**config.mk**
```make
export PLATFORM = sky130hd
export DESIGN_NAME = cia_div_step
export DESIGN_NICKNAME = d
export VERILOG_FILES = /design/src/rtl/cia_pkg.sv /design/src/rtl/cia_div_step.sv
export SDC_FILE = /design/constraint.sdc
export NUM_CORES = 1
export LEC_CHECK = 0
export ABC_AREA = 1
export BUFFER_PORTS_ARGS = -buffer_cell sky130_fd_sc_hd__buf_4
export CAP_MARGIN = 20
export CELL_PAD_IN_SITES_DETAIL_PLACEMENT = 1
export CELL_PAD_IN_SITES_GLOBAL_PLACEMENT = 2
export CORE_ASPECT_RATIO = 0.6
export CORE_MARGIN = 3
export CORE_UTILIZATION = 28
export CTS_CLUSTER_DIAMETER = 60
export CTS_CLUSTER_SIZE = 16
export DETAILED_ROUTE_END_ITERATION = 6
export GPL_TIMING_DRIVEN = 0
export PLACE_DENSITY_LB_ADDON = 0.2
export SKIP_LAST_GASP = 1
export SYNTH_ARGS = -nofsm -noshare
export SYNTH_HDL_FRONTEND = slang
export SYNTH_SLANG_ARGS = --single-unit
```
**constraint.sdc**
```tcl
create_clock -name clk_i -period 1.12 [get_ports clk_i]
set_clock_uncertainty 0.05 [all_clocks]
set_input_delay 0.28 -clock clk_i [delete_from_list [all_inputs] [get_ports clk_i]]
set_output_delay 0.28 -clock clk_i [all_outputs]
set_load 0.03 [all_outputs]
```
**src/rtl/cia_pkg.sv**
```systemverilog
// ----------------------------------------------------------------------------
// cia_pkg
// Types and constants shared by the checked integer ALU pipeline.
// ----------------------------------------------------------------------------
package cia_pkg;

  localparam int unsigned Width = 32;

  localparam logic [Width-1:0] IntMin = {1'b1, {(Width-1){1'b0}}};
  localparam logic [Width-1:0] IntMax = {1'b0, {(Width-1){1'b1}}};

  typedef enum logic [1:0] {
    OP_ADD = 2'd0,
    OP_SUB = 2'd1,
    OP_MUL = 2'd2,
    OP_DIV = 2'd3
  } op_e;

  typedef struct packed {
    op_e                     kind;
    logic signed [Width-1:0] lhs;
    logic signed [Width-1:0] rhs;
  } req_t;

  typedef struct packed {
    logic signed [Width-1:0] value;
    logic                    invalid;
  } res_t;

  // One slot of the main pipeline: divider state plus the early result.
  typedef struct packed {
    logic             valid;
    op_e              kind;
    logic             neg;
    logic [Width-1:0] mb;
    logic [Width-1:0] rem;
    logic [Width-1:0] quo;
    logic [Width-1:0] val;
    logic             inv;
  } pipe_t;

  // Magnitude limit for a result of the given sign.
  function automatic logic [Width-1:0] limit_of(input logic neg);
    limit_of = neg ? IntMin : IntMax;
  endfunction

endpackage

```
**src/rtl/cia_div_step.sv**
```systemverilog
// ----------------------------------------------------------------------------
// cia_div_step
// One restoring division step: one quotient bit, then a pipeline register.
// ----------------------------------------------------------------------------
module cia_div_step (
  input  logic           clk_i,
  input  logic           rst_ni,
  input  cia_pkg::pipe_t stage_i,
  output cia_pkg::pipe_t stage_o
);

  logic [cia_pkg::Width:0]   rem_shift;
  logic [cia_pkg::Width:0]   diff;
  logic                      ge;
  cia_pkg::pipe_t            stage_d;
  cia_pkg::pipe_t            stage_q;

  always_comb begin
    rem_shift = {stage_i.rem, stage_i.quo[cia_pkg::Width-1]};
    diff      = rem_shift - {1'b0, stage_i.mb};
    ge        = ~diff[cia_pkg::Width];
    stage_d     = stage_i;
    stage_d.rem = ge ? diff[cia_pkg::Width-1:0] : rem_shift[cia_pkg::Width-1:0];
    stage_d.quo = {stage_i.quo[cia_pkg::Width-2:0], ge};
  end

  always_ff @(posedge clk_i or negedge rst_ni) begin
    if (!rst_ni) begin
      stage_q <= '0;
    end else begin
      stage_q <= stage_d;
    end
  end

  assign stage_o = stage_q;

endmodule

```
==> results.ini <==
[pwr]
ir_worst_vdd_v=0.001110
clockPowerShare_pct=35.0
switching_share_pct=34.01
intPower_w=0.01117
power.switching_w=0.005757
power.total_w=0.01693
combPwrFrac_pct=32.9
power_density_mw_per_mm2=1397
p_leak_nw=6.411
seq_power_share_pct=32.1

[floorplanning]
dieArea_mm2=0.02511
pin_count=268
row_count=42
start_util_pct=29.00
die_h_um=123.9
core-area_mm2=0.02239
die_w_um=202.6

[sta]
final_max_slew_viol_count=0
fmax_mhz=549.2
fin_ws_ps=-700.7
fin_setup_tns_ps=-43000
slew_headroom_pct=63.84
setup-violations-final=166
finalCritPeriodShare_pct=162.6
hold_viol=35
rsz0062_at_grt=true
min_period_ps=1821
worstMarginPinSlew_ps=542.4
finalHoldWorstSlack_ps=-307.2

[critical_path]
arrival_ps=2090
path_class=input port to flip-flop
crit_required_ps=1390
cp-end-kind=flip-flop
startpoint_type=input port
cp_max_fo=8

[run_status]
violations=hold timing, setup timing
outcome=finished with violations

[synth]
syn-cell-area_mm2=0.006491
synth.avg_cell_area_um2=7.955
synth_flop_cell=dfrtp_1
synth_cells=816
synthArstFlopShare_pct=100.0
synth_top_family_by_area=simple AND/OR/NAND/NOR gates
yosysSeqAreaShare_pct=51.27
synth-simple-area-share_pct=27.31
synth-edff-count=0
yosys.area_share.adder_pct=6.476
yosys_warnings=0
synth_compound_area_share_pct=2.853
synth.distinct_cells=25
synth-xor-area-share_pct=2.024
synthMuxAreaShare_pct=0
syn_nets=984
ys_ff_latch=133

[cells_and_area]
largest_reg_flops=133
fin_util_pct=54.11
area_delta_synth_final_pct=86.60
antenna_cells=0
final_common_cell=nand2_1
layout.nets=1404
mostFrequentLayoutCells=nand2_1, inv_1, buf_4, buf_6, dfrtp_1
n_fill_cell=2588
drive_above_1_share_pct=37.15

[global_route]
grt_antenna_before_repair=0
grtUsageTotal_pct=24.28
grt_remaining_overflow=0
grt_pass1_wl_um=44750
grt_pass1_vias=7414
grt_max_degree=99

[placed_design]
dp_hpwl_um=20100
port_buffers=267
routabilityCongestion=0.8498

[route]
remaining_drc_errors=0
drtPass1Iterations=5
initialDrtViolationCount=281
avgRoutedWirePerCell_um=19.56
routed_wl_um=30460
ant_nets=0
route.vias.total=6899
viasPerCell=4.431

[cts]
h-tree-depth=4
clk_pin_slew_ps=60
cts_root_buf=clkbuf_16
clock_path_buffers=2
tritoncts=done
cts.sink_count=133
numCtsBuffers=17

[flow_run]
cap_violations=0

[hold_path]
hold_class=input port to async pin

[power groups by stage]
stage / clock network, W / logic [W] / registers (W)
3_5_place_dp: 0 / 0.00407 / 0.00541
2_1_floorplan: 0 / 0.00140 / 0.00625
4_1_cts: 0.00601 / 0.00513 / 0.00541
5_1_grt: 0.00631 / 0.00597 / 0.00546
3_3_place_gp: 0 / 0.00402 / 0.00539
6_report: 0.00593 / 0.00557 / 0.00543
[cells in the mapped netlist (3+ instances only)]
cell / number / area [µm²]
nand4_1: 8 / 50.05
nand2_1: 335 / 1257
ha_1: 32 / 400.4
nor2_1: 38 / 142.6
xor2_1: 14 / 122.6
dfrtp_1: 133 / 3328
nand2_2: 8 / 50.05
buf_4: 3 / 22.52
nand3_1: 31 / 155.2
buf_6: 3 / 33.78
and2_1: 4 / 25.02
inv_1: 157 / 589.3
nor3_1: 6 / 30.03
a21oi_1: 23 / 115.1
o21bai_1: 7 / 52.55
[per-layer routing]
layer,up-vias,track usage (%),share of wire (%)
met1,3395,31.26,45
met2,200,41.34,48
met3,23,6.999,6.2
li1,3281,-,-
met4,0,4.929,1.1
met5,-,0,0
[repair_timing]
item	CTS	global route
cloned	3	2
pin swaps	22	27
setup endpoints to repair	166	166
resized for setup	214	87
hold endpoints to repair	142	36
buffers inserted	19	4
hold buffers	106	1
[worst max-delay path: stages]
cell and delay (ps):
buf_12 80, inv_8 30, ha_4 150, fa_2 370, inv_2 80, nand2_2 50, nand2_2 70, nand3_2 60
nand2_2 80, nand2_2 60, nand2_4 70, nand2_4 80, buf_6 130, nand3_4 70, nand2_8 110, clkbuf_16 200
nand2_2 60, nand2_2 50
[path summary, 6_finish.rpt]
| kind | slack (ps) | cells after the start | to | from |
|---|---|---|---|---|
| min in group clk_i | 20 | 3 | stage_o[69] | stage_i[68] |
| worst max-delay path | -700 | 18 | stage_o[85] | stage_i[64] |
| max in group asynchronous | 490 | 2 | stage_o[69] | rst_ni |
| worst min-delay path | -310 | 1 | stage_o[128] | rst_ni |
[area by class of cell]
type | instances | area (µm²) | area share, %
tap | 308 | 385.4 | 3.181
buffer | 6 | 105.1 | 0.8677
clock buffer | 18 | 429.2 | 3.543
inverter | 159 | 604.3 | 4.989
timing repair buffer | 401 | 3905 | 32.24
clock inverter | 14 | 175.2 | 1.446
multi-input combinational | 518 | 3181 | 26.26
sequential | 133 | 3328 | 27.48
[per-stage QoR]
stage / instances / worst slack (ps) / instance area, µm²
after floorplan: 816 / -793.0 / 6535
after global placement: 1391 / -1391 / 8925
after detailed placement: 1392 / -1408 / 8956
after CTS: 1552 / -703.2 / 11740
after global routing: 1557 / -801.2 / 12110
final: 1557 / -700.7 / 12110
[logic make-up after synthesis]
logic type                 count (synthesis)
and+or+nand+nor                          438
AOI/OAI and AO/OA                         32
DFF                                      133
buffers and inverters                    165
adders and majority gates                 33
xor gates and xnor gates                  15
(Power assumes the default switching activity.)
