[src/rtl/cia_pkg.sv]
// ----------------------------------------------------------------------------
// cia_pkg
// Types and constants shared by the checked integer ALU pipeline.
// ----------------------------------------------------------------------------
package cia_pkg;

  localparam int unsigned Width = 32;

  localparam logic [Width-1:0] IntMin = {1'b1, {(Width-1){1'b0}}};
  localparam logic [Width-1:0] IntMax = {1'b0, {(Width-1){1'b1}}};

  typedef enum logic [1:0] {
    OP_ADD = 2'd0,
    OP_SUB = 2'd1,
    OP_MUL = 2'd2,
    OP_DIV = 2'd3
  } op_e;

  typedef struct packed {
    op_e                     kind;
    logic signed [Width-1:0] lhs;
    logic signed [Width-1:0] rhs;
  } req_t;

  typedef struct packed {
    logic signed [Width-1:0] value;
    logic                    invalid;
  } res_t;

  // One slot of the main pipeline: divider state plus the early result.
  typedef struct packed {
    logic             valid;
    op_e              kind;
    logic             neg;
    logic [Width-1:0] mb;
    logic [Width-1:0] rem;
    logic [Width-1:0] quo;
    logic [Width-1:0] val;
    logic             inv;
  } pipe_t;

  // Magnitude limit for a result of the given sign.
  function automatic logic [Width-1:0] limit_of(input logic neg);
    limit_of = neg ? IntMin : IntMax;
  endfunction

endpackage

[src/rtl/cia_mul.sv]
// ----------------------------------------------------------------------------
// cia_mul
// Magnitude multiplier: product register, then range check register.
// ----------------------------------------------------------------------------
module cia_mul (
  input  logic                      clk_i,
  input  logic [cia_pkg::Width-1:0] ma_i,
  input  logic [cia_pkg::Width-1:0] mb_i,
  input  logic                      neg_i,
  output logic [cia_pkg::Width-1:0] val_o,
  output logic                      inv_o
);

  logic [2*cia_pkg::Width-1:0] prod_d;
  logic [2*cia_pkg::Width-1:0] prod_q;
  logic                        neg_q;
  logic [cia_pkg::Width-1:0]   val_d;
  logic [cia_pkg::Width-1:0]   val_q;
  logic                        inv_d;
  logic                        inv_q;

  assign prod_d = ma_i * mb_i;

  always_comb begin
    inv_d = prod_q > {{cia_pkg::Width{1'b0}}, cia_pkg::limit_of(neg_q)};
    val_d = neg_q ? (-prod_q[cia_pkg::Width-1:0]) : prod_q[cia_pkg::Width-1:0];
  end

  always_ff @(posedge clk_i) begin
    prod_q <= prod_d;
    neg_q  <= neg_i;
    val_q  <= val_d;
    inv_q  <= inv_d;
  end

  assign val_o = val_q;
  assign inv_o = inv_q;

endmodule

[config.mk]
export PLATFORM = sky130hd
export DESIGN_NAME = cia_mul
export DESIGN_NICKNAME = d
export VERILOG_FILES = /design/src/rtl/cia_pkg.sv /design/src/rtl/cia_mul.sv
export SDC_FILE = /design/constraint.sdc
export NUM_CORES = 2
export LEC_CHECK = 0
export BUFFER_PORTS_ARGS = -buffer_cell sky130_fd_sc_hd__buf_2
export CAP_MARGIN = 20
export CORE_MARGIN = 2
export CORE_UTILIZATION = 40
export DETAILED_ROUTE_END_ITERATION = 6
export GPL_ROUTABILITY_DRIVEN = 0
export MAX_ROUTING_LAYER = met4
export PLACE_DENSITY = 0.67
export SLEW_MARGIN = 30
export SYNTH_ARGS = -nofsm -noshare
export SYNTH_HDL_FRONTEND = slang
export SYNTH_SLANG_ARGS = --single-unit
[constraint.sdc]
create_clock -name clk_i -period 7.9 [get_ports clk_i]
set_input_delay 1.185 -clock clk_i [delete_from_list [all_inputs] [get_ports clk_i]]
set_output_delay 1.185 -clock clk_i [all_outputs]
set_load 0.02 [all_outputs]
==> results.md <==
| Result | Reported |
| --- | --- |
| Worst-case setup margin in the final layout | 0.103 ns |
| Maximum single-stage delay on the critical path | 0.59 ns |
| Drt initial violations | 1500 |
| Global-route wire length before repair | 155000 µm |
| Worst-case clock buffer depth | 2 |
| Max capacitance violation total | 0 |
| Clock root buffer | clkbuf_16 |
| Ranking of synthesized cells by area | fa_1, and2_1, ha_1 |
| Row Count | 110 |
| Top cell type's share of synthesized area | 49.1% |
| Post-DP Area | 40600 µm² |
| Total Die Area | 93800 µm² |
| Setup clock skew after layout | 0.00954 ns |
| Post-Synthesis Mean Instance Area | 9.21 µm² |
| Tmin final | 7.80 ns |
| Critical path's slowest cell | fa_1 |
| H-tree levels | 3 |
| Fraction of registers with async set/reset | 0% |
| Count of input and output buffers | 98 |
| Total gr overflow | 0 |
| Total number of nets in the final design | 5490 |
| Status | completed |
| Number of remaining DRC errors | 0 |
| Latest clock arrival within the worst-skew pair | 0.35 ns |
| Number of distinct library cells after synthesis | 54 |
| Initial antenna violation count | 14 |
| Worst setup EP type | flip-flop |
| Clock slew at the register clock pins of the worst setup and hold paths | 0.07 ns |
| Netlist area before placement | 36600 µm² |
| Synthesized instance count | 3967 |
| Share of cells above drive strength 1 | 13.6% |
| Critical path type | in -> reg |
| Path category of the worst min-delay check | reg -> reg |
| Pre-CTS setup slack | -0.738 ns |
| TritonCTS clock tree | yes |
| Number of endpoints failing setup at the final stage | 0 |
| Total routing resource utilization after global routing | 21.4% |
| Most common cell in the netlist | fa_1 |
| Startpoint Class | primary input |
| Flip-flop cell with the highest count after synthesis | dfxtp_1 |
| Number of iterations in the first detailed-routing pass | 5 |
| Dominant cell type by count on the critical path | fa_1 |
| Critical path cell sequence | buf_2 > buf_4 > nand2_1 > fa_1 > fa_1 > fa_1 > fa_1 > inv_1 > fa_1 > fa_1 > fa_1 > inv_1 > fa_1 > inv_1 > ha_4 > buf_4 > nand4_1 > or3_4 > o31ai_4 > buf_4 > a21oi_1 > buf_4 > xnor2_1 |
| Area leader, netlist | fa_1 |
| Maximum number of pins on one net before global-route repair | 61 |
| Placeable Area | 90300 µm² |
| Total I/O pin count | 99 |
| Number of global-route vias before repair | 29700 |
| Routed wire length per instance | 17.3 µm |
| Arrival time at the worst endpoint | 8.04 ns |
| Number of nets with antenna violations after detailed routing | 0 |
| Post-synthesis sequential area ratio | 5.37% |
| Final Cell Area | 41700 µm² |
| Height of the chip | 306 µm |
| Warnings, synthesis | 0 |
| Synthesis-to-finish area growth | 14.0% |
| Required @ worst endpoint | 8.14 ns |
| Initial cell density of the core | 40.5% |
| Maximum net fanout on the critical path | 11 |
| Transition time at the pin with the least slew margin | 0.652 ns |
| Max Fclk | 128 MHz |
| Clock sink count | 98 |
| TritonCTS buffer count | 9 |
| DRT Wirelength | 93800 µm |
| Share of the clock period used by the worst path after layout | 98.7% |
| Top post-synthesis cells by count | fa_1, inv_1, and2_1, nand2_1, ha_1 |
| Synthesized netlist net count | 5225 |
| Final Max Tran Viols | 0 |
| Worst slew margin | 56.1% |
| Total Negative Setup Slacks | 0 ns |
| Via count normalized by instance count | 4.96 |
| Number of flops mapped to enable cells by yosys | 0 |
| Die width | 306 µm |
| Detail Placement HPWL | 83800 µm |
| Total vias in the final route | 26900 |
| Flip-flop and latch count after synthesis | 98 |
| Count of endpoints failing hold in the final timing report | 0 |
## repair_timing
action,in CTS,in global routing
pin swaps,14,73
hold endpoints to repair,0,0
setup endpoints to repair,17,24
resized for setup,42,142
gates cloned,0,0
hold buffers,0,0
setup buffers,2,7
## state kept, by name, summed over array words and instances, names as in the netlist
name and count:
val_o 32, neg_q 1, prod_q 64, inv_o 1
## worst max-delay path: cells and delay by family
kind	cells	cell delay (ns)
AO/OA/AOI/OAI	2	0.39
XOR/XNOR	1	0.23
adder cells (fa/ha/maj)	9	4.40
buffers and inverters	8	1.11
AND/OR/NAND/NOR	3	0.72
## worst paths after layout
check / startpoint / to / slack, ns / cells after the start
hold reg to reg: prod_q[0]$_DFF_P_ / val_o[0]$_DFF_P_ / 0.40 / 0
setup reg to reg: prod_q[4]$_DFF_P_ / val_o[30]$_DFF_P_ / 4.84 / 8
setup / recovery: mb_i[10] / prod_q[46]$_DFF_P_ / 0.10 / 23
hold / removal: prod_q[0]$_DFF_P_ / val_o[0]$_DFF_P_ / 0.40 / 0
## metal layers
metal / global-route usage (%) / share of wire, % / vias up / routed length, µm
met5: - / 0 / - / 0
met2: 37.7 / 53 / 638 / 49400
met4: 6.79 / 3.3 / 0 / 3100
li1: - / - / 12200 / -
met3: 1.99 / 4.0 / 165 / 3740
met1: 25.8 / 40 / 13900 / 37600
## through the flow
stage	cells	hold slack (ns)	util [%]
final	5424	0.399	46.1
after global routing	5424	0.422	46.1
after CTS	5410	0.400	45.5
after detailed placement	5392	0.386	44.9
after global placement	5392	0.379	44.9
after floorplan	3967	0.365	-
## cells by family after synthesis
logic type | count (synthesis) | synth area share [%]
simple gates | 1226 | 17.4
fa+ha+maj | 1192 | 59.2
buf+inv | 1088 | 11.2
compound gates | 270 | 4.63
flops | 98 | 5.37
xor+xnor | 93 | 2.23
## final cells by class
type                    instances  area [µm²]
well taps                    1176        1470
flip-flops and latches         98        1960
diodes                         11        27.5
inverters                     868        3260
multi-input cells            2781       31000
fillers                      8631       48600
repair buffers                474        3630
clock inverters                 6        78.8
clock buffers                  10         239
## layout by cell type (no fill, tap or decap), drive strengths merged, types with 8 or more instances in the layout
master,count
fa,896
inv,871
and2,598
nand2,488
buf,465
ha,296
dfxtp,98
a21oi,98
xnor2,72
o21ai,58
nor2,42
a21o,29
nand4,27
xor2,21
clkbuf,19
o21bai,18
o31ai,16
nor4,13
diode,11
nand3,11
or4,9
a31oi,8
Power is not shown: default switching activity piles up to over one toggle a cycle in this logic, so the estimate is an artifact.
